===== src/hw/rtl/rebq_pkg.sv =====
package rebq_pkg;

    localparam int CfgIndexWidth = 2;
    localparam int CfgDataWidth  = 16;

    typedef enum logic [CfgIndexWidth-1:0] {
        CFG_DEBOUNCE_TICKS   = 2'd0,
        CFG_RELAX_TICKS      = 2'd1,
        CFG_LONG_PRESS_TICKS = 2'd2
    } cfg_index_t;

    localparam logic [9:0]  DEBOUNCE_RESET   = 10'd50;
    localparam logic [9:0]  RELAX_RESET      = 10'd100;
    localparam logic [15:0] LONG_PRESS_RESET = 16'd3000;

    localparam logic [10:0] QUIET_MAX = 11'h7FF;

    // sticky event bit positions
    localparam int EV_CW     = 0;
    localparam int EV_CCW    = 1;
    localparam int EV_PUSH   = 2;
    localparam int EV_MASTER = 3;
    localparam int EV_B1     = 4;
    localparam int EV_B2     = 5;

    localparam int PEND_ROTATE = 0;
    localparam int PEND_PUSH   = 1;

    typedef enum logic [1:0] {
        STEP_NONE = 2'd0,
        STEP_CW   = 2'd1,
        STEP_CCW  = 2'd2
    } step_t;

    typedef struct packed {
        logic [1:0] enc_ab;
        logic       enc_button;
        logic       button_one;
        logic       button_two;
        logic [5:0] clear_events;
        logic       clear_pending;
    } poll_t;

    typedef struct packed {
        logic       rotated_cw;
        logic       rotated_ccw;
        logic       rotary_pushed;
        logic       long_press_reset;
        logic       button_one_pushed;
        logic       button_two_pushed;
        logic [1:0] encoder_pending;
        logic       button_one_level;
        logic       button_two_level;
    } result_t;

    // transition table indexed by {previous_ab, enc_ab}; only moves out of the 00 detent count
    function automatic step_t step_decode(input logic [3:0] idx);
        step_t s;
        case (idx)
            4'h1:    s = STEP_CCW;
            4'h2:    s = STEP_CW;
            default: s = STEP_NONE;
        endcase
        return s;
    endfunction

endpackage


===== src/hw/rtl/rebq_if.sv =====
interface rebq_poll_if;
    import rebq_pkg::*;
    logic  valid;
    logic  ready;
    poll_t data;

    modport source (output valid, output data, input ready);
    modport sink (input valid, input data, output ready);
endinterface

interface rebq_result_if;
    import rebq_pkg::*;
    logic    valid;
    logic    ready;
    result_t data;

    modport source (output valid, output data, input ready);
    modport sink (input valid, input data, output ready);
endinterface


===== src/hw/rtl/rebq_debounce.sv =====
module rebq_debounce
    import rebq_pkg::*;
(
    input  logic       clk,
    input  logic       rst_n,
    input  logic       en,
    input  logic       raw,
    input  logic [9:0] debounce_ticks,
    output logic       level_next,
    output logic       press
);

    logic        stable_reg;
    logic        last_raw_reg;
    logic [10:0] quiet_reg;
    logic [10:0] quiet_next;
    logic        take;

    always_comb
    begin
        if (raw != last_raw_reg)
        begin
            quiet_next = '0;
        end
        else if (quiet_reg < QUIET_MAX)
        begin
            quiet_next = quiet_reg + 11'd1;
        end
        else
        begin
            quiet_next = quiet_reg;
        end
        take       = (quiet_next > {1'b0, debounce_ticks}) && (raw != stable_reg);
        level_next = take ? raw : stable_reg;
        press      = take && !raw;
    end

    always_ff @(posedge clk or negedge rst_n)
    begin
        if (!rst_n)
        begin
            stable_reg   <= 1'b1;
            last_raw_reg <= 1'b1;
            quiet_reg    <= '0;
        end
        else if (en)
        begin
            stable_reg   <= level_next;
            last_raw_reg <= raw;
            quiet_reg    <= quiet_next;
        end
    end

endmodule


===== src/hw/rtl/rotary_encoder_button_qualifier_core.sv =====
// channel  | dir  | payload   | notes
// poll     | sink | poll_t    | one 1 ms poll tick per item
// result   | src  | result_t  | one result item per poll item
// cfg      | in   | 16b write | debounce, relax, long-press tick counts
//
// an item is captured in the poll register, qualified from there and written
// with the encoder/button state into the result register, one item per cycle
// sustained while the result is not stalled. reset clears all but the data
// registers, puts both debounced levels at released and loads the register
// defaults. a stalled result only holds the stages behind it.
module rotary_encoder_button_qualifier_core
    import rebq_pkg::*;
(
    input  logic                     clk,
    input  logic                     rst_n,
    rebq_poll_if.sink                poll,
    rebq_result_if.source            result,
    input  logic                     cfg_we,
    input  logic [CfgIndexWidth-1:0] cfg_index,
    input  logic [CfgDataWidth-1:0]  cfg_wdata
);

    logic [9:0]  debounce_ticks_reg;
    logic [9:0]  relax_ticks_reg;
    logic [15:0] long_press_ticks_reg;

    poll_t       poll_reg;
    logic        poll_valid_reg;
    result_t     result_reg;
    logic        result_valid_reg;
    logic        advance;

    logic [1:0]  prev_ab_reg;
    logic [1:0]  prev_ab_next;
    logic [5:0]  event_flags_reg;
    logic [5:0]  event_flags_next;
    logic [1:0]  pending_reg;
    logic [1:0]  pending_next;
    logic [9:0]  relax_count_reg;
    logic [9:0]  relax_count_next;
    logic [16:0] hold_count_reg;
    logic [16:0] hold_count_next;

    logic        b1_level_next;
    logic        b1_press;
    logic        b2_level_next;
    logic        b2_press;
    step_t       step;

    assign advance      = poll_valid_reg && (!result_valid_reg || result.ready);
    assign poll.ready   = !poll_valid_reg || advance;
    assign result.valid = result_valid_reg;
    assign result.data  = result_reg;

    // configuration
    always_ff @(posedge clk or negedge rst_n)
    begin
        if (!rst_n)
        begin
            debounce_ticks_reg   <= DEBOUNCE_RESET;
            relax_ticks_reg      <= RELAX_RESET;
            long_press_ticks_reg <= LONG_PRESS_RESET;
        end
        else if (cfg_we)
        begin
            case (cfg_index)
                CFG_DEBOUNCE_TICKS:   debounce_ticks_reg   <= cfg_wdata[9:0];
                CFG_RELAX_TICKS:      relax_ticks_reg      <= cfg_wdata[9:0];
                CFG_LONG_PRESS_TICKS: long_press_ticks_reg <= cfg_wdata;
                default:              ;
            endcase
        end
    end

    // poll register
    always_ff @(posedge clk or negedge rst_n)
    begin
        if (!rst_n)
        begin
            poll_valid_reg <= 1'b0;
        end
        else if (poll.ready)
        begin
            poll_valid_reg <= poll.valid;
        end
    end

    always_ff @(posedge clk)
    begin
        if (poll.valid && poll.ready)
        begin
            poll_reg <= poll.data;
        end
    end

    rebq_debounce u_button_one (
        .clk            (clk),
        .rst_n          (rst_n),
        .en             (advance),
        .raw            (poll_reg.button_one),
        .debounce_ticks (debounce_ticks_reg),
        .level_next     (b1_level_next),
        .press          (b1_press)
    );

    rebq_debounce u_button_two (
        .clk            (clk),
        .rst_n          (rst_n),
        .en             (advance),
        .raw            (poll_reg.button_two),
        .debounce_ticks (debounce_ticks_reg),
        .level_next     (b2_level_next),
        .press          (b2_press)
    );

    assign step = step_decode({prev_ab_reg, poll_reg.enc_ab});

    // acknowledges first, then the encoder while nothing is pending, then the panel buttons
    always_comb
    begin
        event_flags_next = event_flags_reg & ~poll_reg.clear_events;
        pending_next     = poll_reg.clear_pending ? 2'b00 : pending_reg;
        prev_ab_next     = prev_ab_reg;
        relax_count_next = relax_count_reg;
        hold_count_next  = hold_count_reg;

        if (pending_next == 2'b00)
        begin
            prev_ab_next = poll_reg.enc_ab;
            case (step)
                STEP_CW:
                begin
                    event_flags_next[EV_CW]   = 1'b1;
                    pending_next[PEND_ROTATE] = 1'b1;
                end
                STEP_CCW:
                begin
                    event_flags_next[EV_CCW]  = 1'b1;
                    pending_next[PEND_ROTATE] = 1'b1;
                end
                default: ;
            endcase

            if (!poll_reg.enc_button && relax_count_reg == '0)
            begin
                relax_count_next          = relax_ticks_reg;
                event_flags_next[EV_PUSH] = 1'b1;
                pending_next[PEND_PUSH]   = 1'b1;
            end
            else if (poll_reg.enc_button)
            begin
                if (relax_count_reg != '0)
                begin
                    relax_count_next = relax_count_reg - 10'd1;
                end
                hold_count_next = '0;
            end
            else if (hold_count_reg > {1'b0, long_press_ticks_reg})
            begin
                event_flags_next[EV_MASTER] = 1'b1;
                hold_count_next             = '0;
            end
            else
            begin
                hold_count_next = hold_count_reg + 17'd1;
            end
        end

        event_flags_next[EV_B1] = event_flags_next[EV_B1] | b1_press;
        event_flags_next[EV_B2] = event_flags_next[EV_B2] | b2_press;
    end

    always_ff @(posedge clk or negedge rst_n)
    begin
        if (!rst_n)
        begin
            prev_ab_reg      <= '0;
            event_flags_reg  <= '0;
            pending_reg      <= '0;
            relax_count_reg  <= '0;
            hold_count_reg   <= '0;
            result_valid_reg <= 1'b0;
        end
        else
        begin
            if (advance)
            begin
                prev_ab_reg      <= prev_ab_next;
                event_flags_reg  <= event_flags_next;
                pending_reg      <= pending_next;
                relax_count_reg  <= relax_count_next;
                hold_count_reg   <= hold_count_next;
                result_valid_reg <= 1'b1;
            end
            else if (result.ready)
            begin
                result_valid_reg <= 1'b0;
            end
        end
    end

    always_ff @(posedge clk)
    begin
        if (advance)
        begin
            result_reg.rotated_cw        <= event_flags_next[EV_CW];
            result_reg.rotated_ccw       <= event_flags_next[EV_CCW];
            result_reg.rotary_pushed     <= event_flags_next[EV_PUSH];
            result_reg.long_press_reset  <= event_flags_next[EV_MASTER];
            result_reg.button_one_pushed <= event_flags_next[EV_B1];
            result_reg.button_two_pushed <= event_flags_next[EV_B2];
            result_reg.encoder_pending   <= pending_next;
            result_reg.button_one_level  <= b1_level_next;
            result_reg.button_two_level  <= b2_level_next;
        end
    end

    // encoder state is frozen while a pending code survives the acknowledge
    a_frozen_encoder: assert property (@(posedge clk) disable iff (!rst_n)
        advance && !poll_reg.clear_pending && pending_reg != 2'b00
        |=> $stable(prev_ab_reg) && $stable(relax_count_reg) && $stable(hold_count_reg))
        else $error("encoder state moved while pending");

    // a shown result mirrors the cw, long-press and button-two sticky flags and the pending code it came from
    a_result_flags: assert property (@(posedge clk) disable iff (!rst_n)
        result_valid_reg |->
            result_reg.rotated_cw == event_flags_reg[EV_CW] &&
            result_reg.long_press_reset == event_flags_reg[EV_MASTER] &&
            result_reg.button_two_pushed == event_flags_reg[EV_B2] &&
            result_reg.encoder_pending == pending_reg)
        else $error("result out of step with sticky state");

    a_hold_bound: assert property (@(posedge clk) disable iff (!rst_n)
        hold_count_reg <= 17'h10000)
        else $error("hold count out of range");

    // a processed item always lands in the result register
    a_advance_result: assert property (@(posedge clk) disable iff (!rst_n)
        advance |=> result_valid_reg)
        else $error("processed item lost");

    a_poll_kept: assert property (@(posedge clk) disable iff (!rst_n)
        poll_valid_reg && !advance |=> poll_valid_reg && $stable(poll_reg))
        else $error("waiting item dropped or overwritten");

endmodule


===== src/flat_wrapper.sv =====
// flat-port wrapper written by rule: the top's interface ports become plain ports
module rotary_encoder_button_qualifier_core_flat import rebq_pkg::*;
  (clk, rst_n, cfg_we, cfg_index, cfg_wdata, poll_valid, poll_data, poll_ready, result_valid, result_data, result_ready);
  rebq_poll_if poll_i ();
  rebq_result_if result_i ();
  input  logic clk;
  input  logic rst_n;
  input  logic cfg_we;
  input  logic [CfgIndexWidth-1:0] cfg_index;
  input  logic [CfgDataWidth-1:0] cfg_wdata;
  input wire logic [$bits(poll_i.valid)-1:0] poll_valid;
  input wire logic [$bits(poll_i.data)-1:0] poll_data;
  output wire logic [$bits(poll_i.ready)-1:0] poll_ready;
  output wire logic [$bits(result_i.valid)-1:0] result_valid;
  output wire logic [$bits(result_i.data)-1:0] result_data;
  input wire logic [$bits(result_i.ready)-1:0] result_ready;
  assign poll_i.valid = poll_valid;
  assign poll_i.data = poll_data;
  assign poll_ready = poll_i.ready;
  assign result_valid = result_i.valid;
  assign result_data = result_i.data;
  assign result_i.ready = result_ready;
  rotary_encoder_button_qualifier_core u_core (.clk(clk), .rst_n(rst_n), .poll(poll_i), .result(result_i), .cfg_we(cfg_we), .cfg_index(cfg_index), .cfg_wdata(cfg_wdata));
endmodule

===== config.mk =====
export PLATFORM = sky130hd
export DESIGN_NAME = rotary_encoder_button_qualifier_core_flat
export DESIGN_NICKNAME = d
export VERILOG_FILES = /design/src/hw/rtl/rebq_pkg.sv /design/src/hw/rtl/rebq_if.sv /design/src/hw/rtl/rebq_debounce.sv /design/src/hw/rtl/rotary_encoder_button_qualifier_core.sv /design/src/flat_wrapper.sv
export SDC_FILE = /design/constraint.sdc
export NUM_CORES = 1
export LEC_CHECK = 0
export BUFFER_PORTS_ARGS = -buffer_cell sky130_fd_sc_hd__clkbuf_2
export CAP_MARGIN = 0
export CORE_MARGIN = 1
export CORE_UTILIZATION = 30
export CTS_BUF_LIST = sky130_fd_sc_hd__clkbuf_8
export CTS_CLUSTER_SIZE = 10
export DETAILED_ROUTE_END_ITERATION = 10
export GPL_TIMING_DRIVEN = 0
export HOLD_SLACK_MARGIN = 0.02
export SYNTH_ARGS = -nofsm -noshare
export SYNTH_HDL_FRONTEND = slang
export SYNTH_SLANG_ARGS = --single-unit

===== constraint.sdc =====
create_clock -name clk -period 3.53 [get_ports clk]
set_input_delay 0.706 -clock clk [delete_from_list [all_inputs] [get_ports clk]]
set_output_delay 0.706 -clock clk [all_outputs]
set_load 0.1 [all_outputs]

Word level (Yosys, flattened, before mapping)
Index checks and enable logic that the tools add are counted.
{"block": "totals", "wordCells": 108, "reg_bits": 123, "out_inout_bits": 12, "in_bits": 35}
{"block": "op_classes", "eq_ne": 10, "n_reduce_logical": 28, "bitwise_logic": 5, "mux": 25, "order_cmp": 5, "addsub": 4}
{"cell": "$mux W11", "n": 4}
{"cell": "$mux W17", "n": 2}
{"cell": "$mux W10", "n": 3}
{"cell": "$add A11 B1 Y11 const B", "n": 2}
{"cell": "$gt A11 B10 Y1", "n": 2}
{"cell": "$lt A11 B11 Y1 const B", "n": 2}
{"cell": "$add A17 B1 Y17 const B", "n": 1}
{"cell": "$gt A17 B16 Y1", "n": 1}
{"cell": "$mux W1", "n": 12}
{"cell": "$logic_not A10 Y1", "n": 1}
{"cell": "$reduce_bool A10 Y1", "n": 1}
{"cell": "$sub A10 B1 Y10 const B", "n": 1}
{"cell": "$reduce_and A2 Y1", "n": 4}
{"cell": "$logic_and A1 B1 Y1", "n": 7}
{"cell": "$and A6 B6 Y6", "n": 1}
{"cell": "$not A6 Y6", "n": 1}
{"cell": "$reduce_bool A2 Y1", "n": 3}
{"cell": "$logic_not A1 Y1", "n": 5}
{"cell": "$eq A2 B1 Y1 const B", "n": 2}
{"cell": "$eq A2 B2 Y1 const B", "n": 2}
{"cell": "$eq A4 B1 Y1 const B", "n": 1}
{"cell": "$eq A4 B2 Y1 const B", "n": 1}
{"cell": "$logic_not A2 Y1", "n": 2}
{"cell": "$mux W2", "n": 2}
{"cell": "9 further kinds", "n": 14}

Depth between registers and ports, before layout
{"block": "depth", "word_depth": 7, "depth_mapped": 16, "depth_no_buf": 13}

Hierarchy
From an unflattened synthesis, not the netlist that was laid out.
{"block": "hier_totals", "hier_cells": 656, "hier_area_um2": 6829.0}
{"mod": "rotary_encoder_button_qualifier_core", "seq_area_each_um2": 2553.7, "n_inst": 1, "cells_per_inst": 394, "area_per_inst_um2": 4642.0}
{"mod": "rebq_debounce", "seq_area_each_um2": 327.8, "n_inst": 2, "cells_per_inst": 131, "area_per_inst_um2": 1093.5}

Worst setup path before layout
Ideal clock, no wire load.
{"block": "synth_timing", "path_type": "register to register", "from": "register u_core.u_button_two.quiet_reg[5]", "to": "register u_core.result_reg (netlist bit u_core.result.data[0]), data pin", "n_path_buf": 3, "t_required_ns": 3.270, "stages_incl_launch_ff": 17, "arrival_ns": 3.052, "setup_slack_ns": 0.218, "setup_time_ns": 0.260, "period_less_slack_ns": 3.312, "path_cell_list": "dfrtp_1 > buf_2 > nand3_1 > or4_4 > buf_6 > and4_4 > buf_6 > nand3_2 > xor2_1 > nor2_1 > ha_1 > and4_1 > nand4_1 > o211ai_1 > a31oi_1 > nor2_1 > mux2_2"}
{"block": "synth_between", "elab_chain_len": 6, "word_cells_on_any_way": 7, "classes_between": "1 x add/sub; 2 x order compare; 3 x mux; 1 x reduce/logical"}
{"item": "start, declared", "line_no": "rebq_debounce.sv:15", "rtl": "logic [10:0] quiet_reg;"}
{"item": "start signal, assigned", "line_no": "rebq_debounce.sv:50", "rtl": "quiet_reg <= quiet_next;"}
{"item": "$add A11 B1 Y11 or $lt A11 B11 Y1 (tied branches)", "line_no": "rebq_debounce.sv:27, rebq_debounce.sv:25"}
{"item": "$mux W11 *", "line_no": "rebq_debounce.sv:25", "rtl": "else if (quiet_reg < QUIET_MAX)"}
{"item": "$mux W11 *", "line_no": "rebq_debounce.sv:21", "rtl": "if (raw != last_raw_reg)"}
{"item": "net u_core.u_button_two.quiet_next[6]", "line_no": "rebq_debounce.sv:16", "rtl": "logic [10:0] quiet_next;"}
{"item": "$gt A11 B10 Y1 *", "line_no": "rebq_debounce.sv:33", "rtl": "take = (quiet_next > {1'b0, debounce_ticks}) && (raw != stable_reg);"}
{"item": "$logic_and A1 B1 Y1 *", "line_no": "rebq_debounce.sv:33"}
{"item": "$mux W1 *", "line_no": "rebq_debounce.sv:34", "rtl": "level_next = take ? raw : stable_reg;"}
{"item": "net u_core.b2_level_next", "line_no": "rotary_encoder_button_qualifier_core.sv:46", "rtl": "logic b2_level_next;"}
{"item": "end, declared", "line_no": "rotary_encoder_button_qualifier_core.sv:29", "rtl": "result_t result_reg;"}
The timed path passes the listed nets; every way through them passes the cells marked *.
A chain may end at the register's enable or synchronous reset.

Worst setup path in the final report
Same ends and word-level chain as after synthesis.

==> flow_summary.yaml <==
status:
  status: "finished, violations left"
  violations: "DRC"
pwr:
  power_frac_comb_pct: 26.1
  ir_drop_uv: 327
  seqPwrFrac_pct: 47.7
  switching_share_pct: 34.9
  p_switching_mw: 1.37
  power.internal_mw: 2.55
  p_clk_share_pct: 26.2
  power.density_nw_per_um2: 500
  p_leak_nw: 3.41
worst_setup_path:
  cp_slowest_cell: "or4_4"
  critPathLaunchType: "flop"
  setup.worst_path.end_class: "flop"
  path_class: "flop to flop"
  crit_buf_inv: 2
  crit_chain: "buf_6 > nand3_2 > or4_4 > and4_4 > buf_6 > nand3_2 > xor2_1 > nor2_1 > ha_1 > and4_1 > nand4_1 > o211ai_1 > a31oi_2 > nor2_2 > mux2_4"
  critPathRequiredTime_ps: 3730
  worst_r2r_endpoint: "u_core.result.data[0]"
  cp_max_fo: 5
  regToRegSetupSlack_ps: 120
  crit_arrival_ps: 3600
  cp_top_family: "simple AND/OR/NAND/NOR gates"
  r2r_start: "u_core.u_button_two.quiet_reg[5]"
  r2r_cells: 15
  max_stage_delay_ps: 580
sta:
  fmax_mhz: 293
  rsz0062_at_grt: "false"
  min_period_over_period_pct: 96.5
  tightest_slew_ps: 1130
  finalHoldViolations: 0
  slew_violations: 0
  finClkSkew_ps: 10.8
  period_needed_ps: 3410
  final-setup-viol-count: 0
  slew_headroom_pct: 24.5
synthesis:
  avgSynthCellArea_um2: 9.86
  synth_nets: 764
  ys_async_sr_fraction_pct: 82.1
  ys.flop_type: "dfrtp_1"
  synthSimpleGateAreaFrac_pct: 17.9
  synth_mux_area_share_pct: 6.60
  synth-edff-count: 22
  ys_seq_area_share_pct: 47.4
  yosys.area_share.adder_pct: 7.95
  ys_ff_latch: 123
  synthXorXnorAreaFrac_pct: 1.81
  synth_area_um2: 6770
  synthCells: 686
  yosys_warnings: 0
  synth_top_family_by_area: "simple AND/OR/NAND/NOR gates"
  synth_cell_types: 56
  synth_compound_area_share_pct: 13.9
layout:
  largest_register_ffs: 17
  nNetsFinal: 842
  final_cells: 1056
  drive_above_1_share_pct: 22.0
  final_core_util_pct: 35.6
  layout.cells.most_common: "nand2_1"
  final_cell_mix: "nand2_1 (90), dfrtp_1 (82), o21ai_0 (53)"
  insertedDiodeCount: 0
  syn2layout_area_growth_pct: 15.6
drt:
  wl_per_cell_um: 14.8
  drtPass1Iterations: 7
  routed-via-count: 5239
  drtIter0Drc: 266
  routed_wl_mm: 15.6
  drtAntennaViolNets: 0
  drc: 1
  viasPerCell: 4.96
global_route:
  antenna_found_initial: 0
  grt_pass1_vias: 5114
  grt_max_degree: 102
  grt.total_usage_pct: 14.1
  grt_pass1_wl_mm: 25.7
  overflow: 0
floorplan:
  die-area_um2: 23200
  start_util_pct: 30.8
  dieWidth_um: 152
  ios: 47
  rows: 54
  die_y_um: 152
  core_area_um2: 22000
clock_tree:
  clk_path_buf_depth: 2
  clock-sinks: 123
  cts-root-buf: "clkbuf_8"
  cts_buffers: 17
  cts_hold_buf: 0
  clock_latency_ps: 450
  cts.reportedPaths.clkPinSlew_ps: 80
  cts_tree: "done"
  h-tree-depth: 4
place:
  gp_congestion: 0.826
  hpwl_mm: 11.0
  dpl.cell_count: 1012
  portBuffers: 46
job:
  maxCapViolCount: 0
min_path:
  hold_path_class: "input pin to asynchronous set/reset pin"
worst max path at each step:
stage                                           from  slack (ps)                    end  cells past startpoint
floorplan           u_core.u_button_two.quiet_reg[5]         220  u_core.result.data[0]                     16
CTS                 u_core.u_button_two.quiet_reg[4]           9  u_core.result.data[0]                     16
global route        u_core.u_button_two.quiet_reg[5]          10  u_core.result.data[0]                     15
finish              u_core.u_button_two.quiet_reg[5]         120  u_core.result.data[0]                     15
detailed placement  u_core.u_button_one.quiet_reg[2]        -190  u_core.result.data[1]                     14
global placement    u_core.u_button_one.quiet_reg[3]        -190  u_core.result.data[1]                     14
cell families (layout without fill, tap and decap cells):
family | after synthesis | count (layout)
DFF | 123 | 123
xor gates and xnor gates | 14 | 14
adders and majority gates | 43 | 43
and+or+nand+nor | 246 | 246
AOI/OAI and AO/OA | 150 | 150
buffers and inverters | 70 | 160
muxes | 40 | 40
power groups by stage:
stage | sequential, mW | combinational, mW | clock, mW
global placement | 1.88 | 0.989 | 0
CTS | 1.86 | 1.02 | 1.06
detailed placement | 1.88 | 1.00 | 0
finish | 1.87 | 1.02 | 1.03
floorplan | 1.96 | 0.654 | 0
global route | 1.90 | 1.15 | 1.11
Yosys cell counts (all sizes together) (7+ instances only):
library cell	instances	area (um^2)
xnor2	8	70.1
nor2b	7	43.8
nor3	19	95.1
nor3b	9	67.6
o31ai	16	120
edfxtp	22	661
a21oi	24	120
mux2	37	417
inv	42	158
nand2	91	342
ha	43	538
nor4	9	62.6
nand3	19	105
nand2b	11	68.8
a22o	7	61.3
dfrtp	84	2100
nor2	47	176
dfstp	17	447
o21ai	59	295
buf	11	76.3
clkbuf	17	63.8
per-layer routing:
metal	wire, um	up-vias	GRT usage (%)
li1	-	2611	-
met1	7500	2525	18.1
met2	7380	82	22.6
met4	304	0	6.75
met3	455	21	2.87
met5	0	-	0
worst reg2reg max path: stages, from the launching register on:
cell and delay, ps:
dfrtp_1 350, buf_6 120, nand3_2 90, or4_4 580
and4_4 220, buf_6 120, nand3_2 80, xor2_1 170
nor2_1 60, ha_1 320, and4_1 210, nand4_1 110
o211ai_1 120, a31oi_2 240, nor2_2 90, mux2_4 290
repair_timing:
item,in CTS,in global routing
buffers inserted,2,12
endpoints found under the setup margin,4,8
pin swaps,4,10
gates resized for setup,7,11
endpoints found under the hold margin,0,0
stage by stage:
| stage | TNS [ps] | power, mW | hold slack (ps) | worst slack, ps | cell area (um^2) |
|---|---|---|---|---|---|
| after CTS | 0 | 3.94 | 360 | 8.96 | 7710 |
| after detailed placement | -338 | 2.89 | 454 | -194 | 7360 |
| after global routing | 0 | 4.16 | 385 | 10.3 | 7820 |
| after floorplan | 0 | 2.61 | 410 | 218 | 6770 |
| final | 0 | 3.91 | 331 | 122 | 7820 |
| after global placement | -337 | 2.87 | 456 | -191 | 7350 |
cell type report:
class                      instances  area, um^2
sequential                       123        3210
inverter                          42         158
clock inverter                    14        71.3
clock buffer                      17         234
buffer                            27         145
multi-input combinational        493        3310
timing repair buffer              60         344
tap                              280         350
fill                            2239       14100
Power figures use the tool's default switching activity.
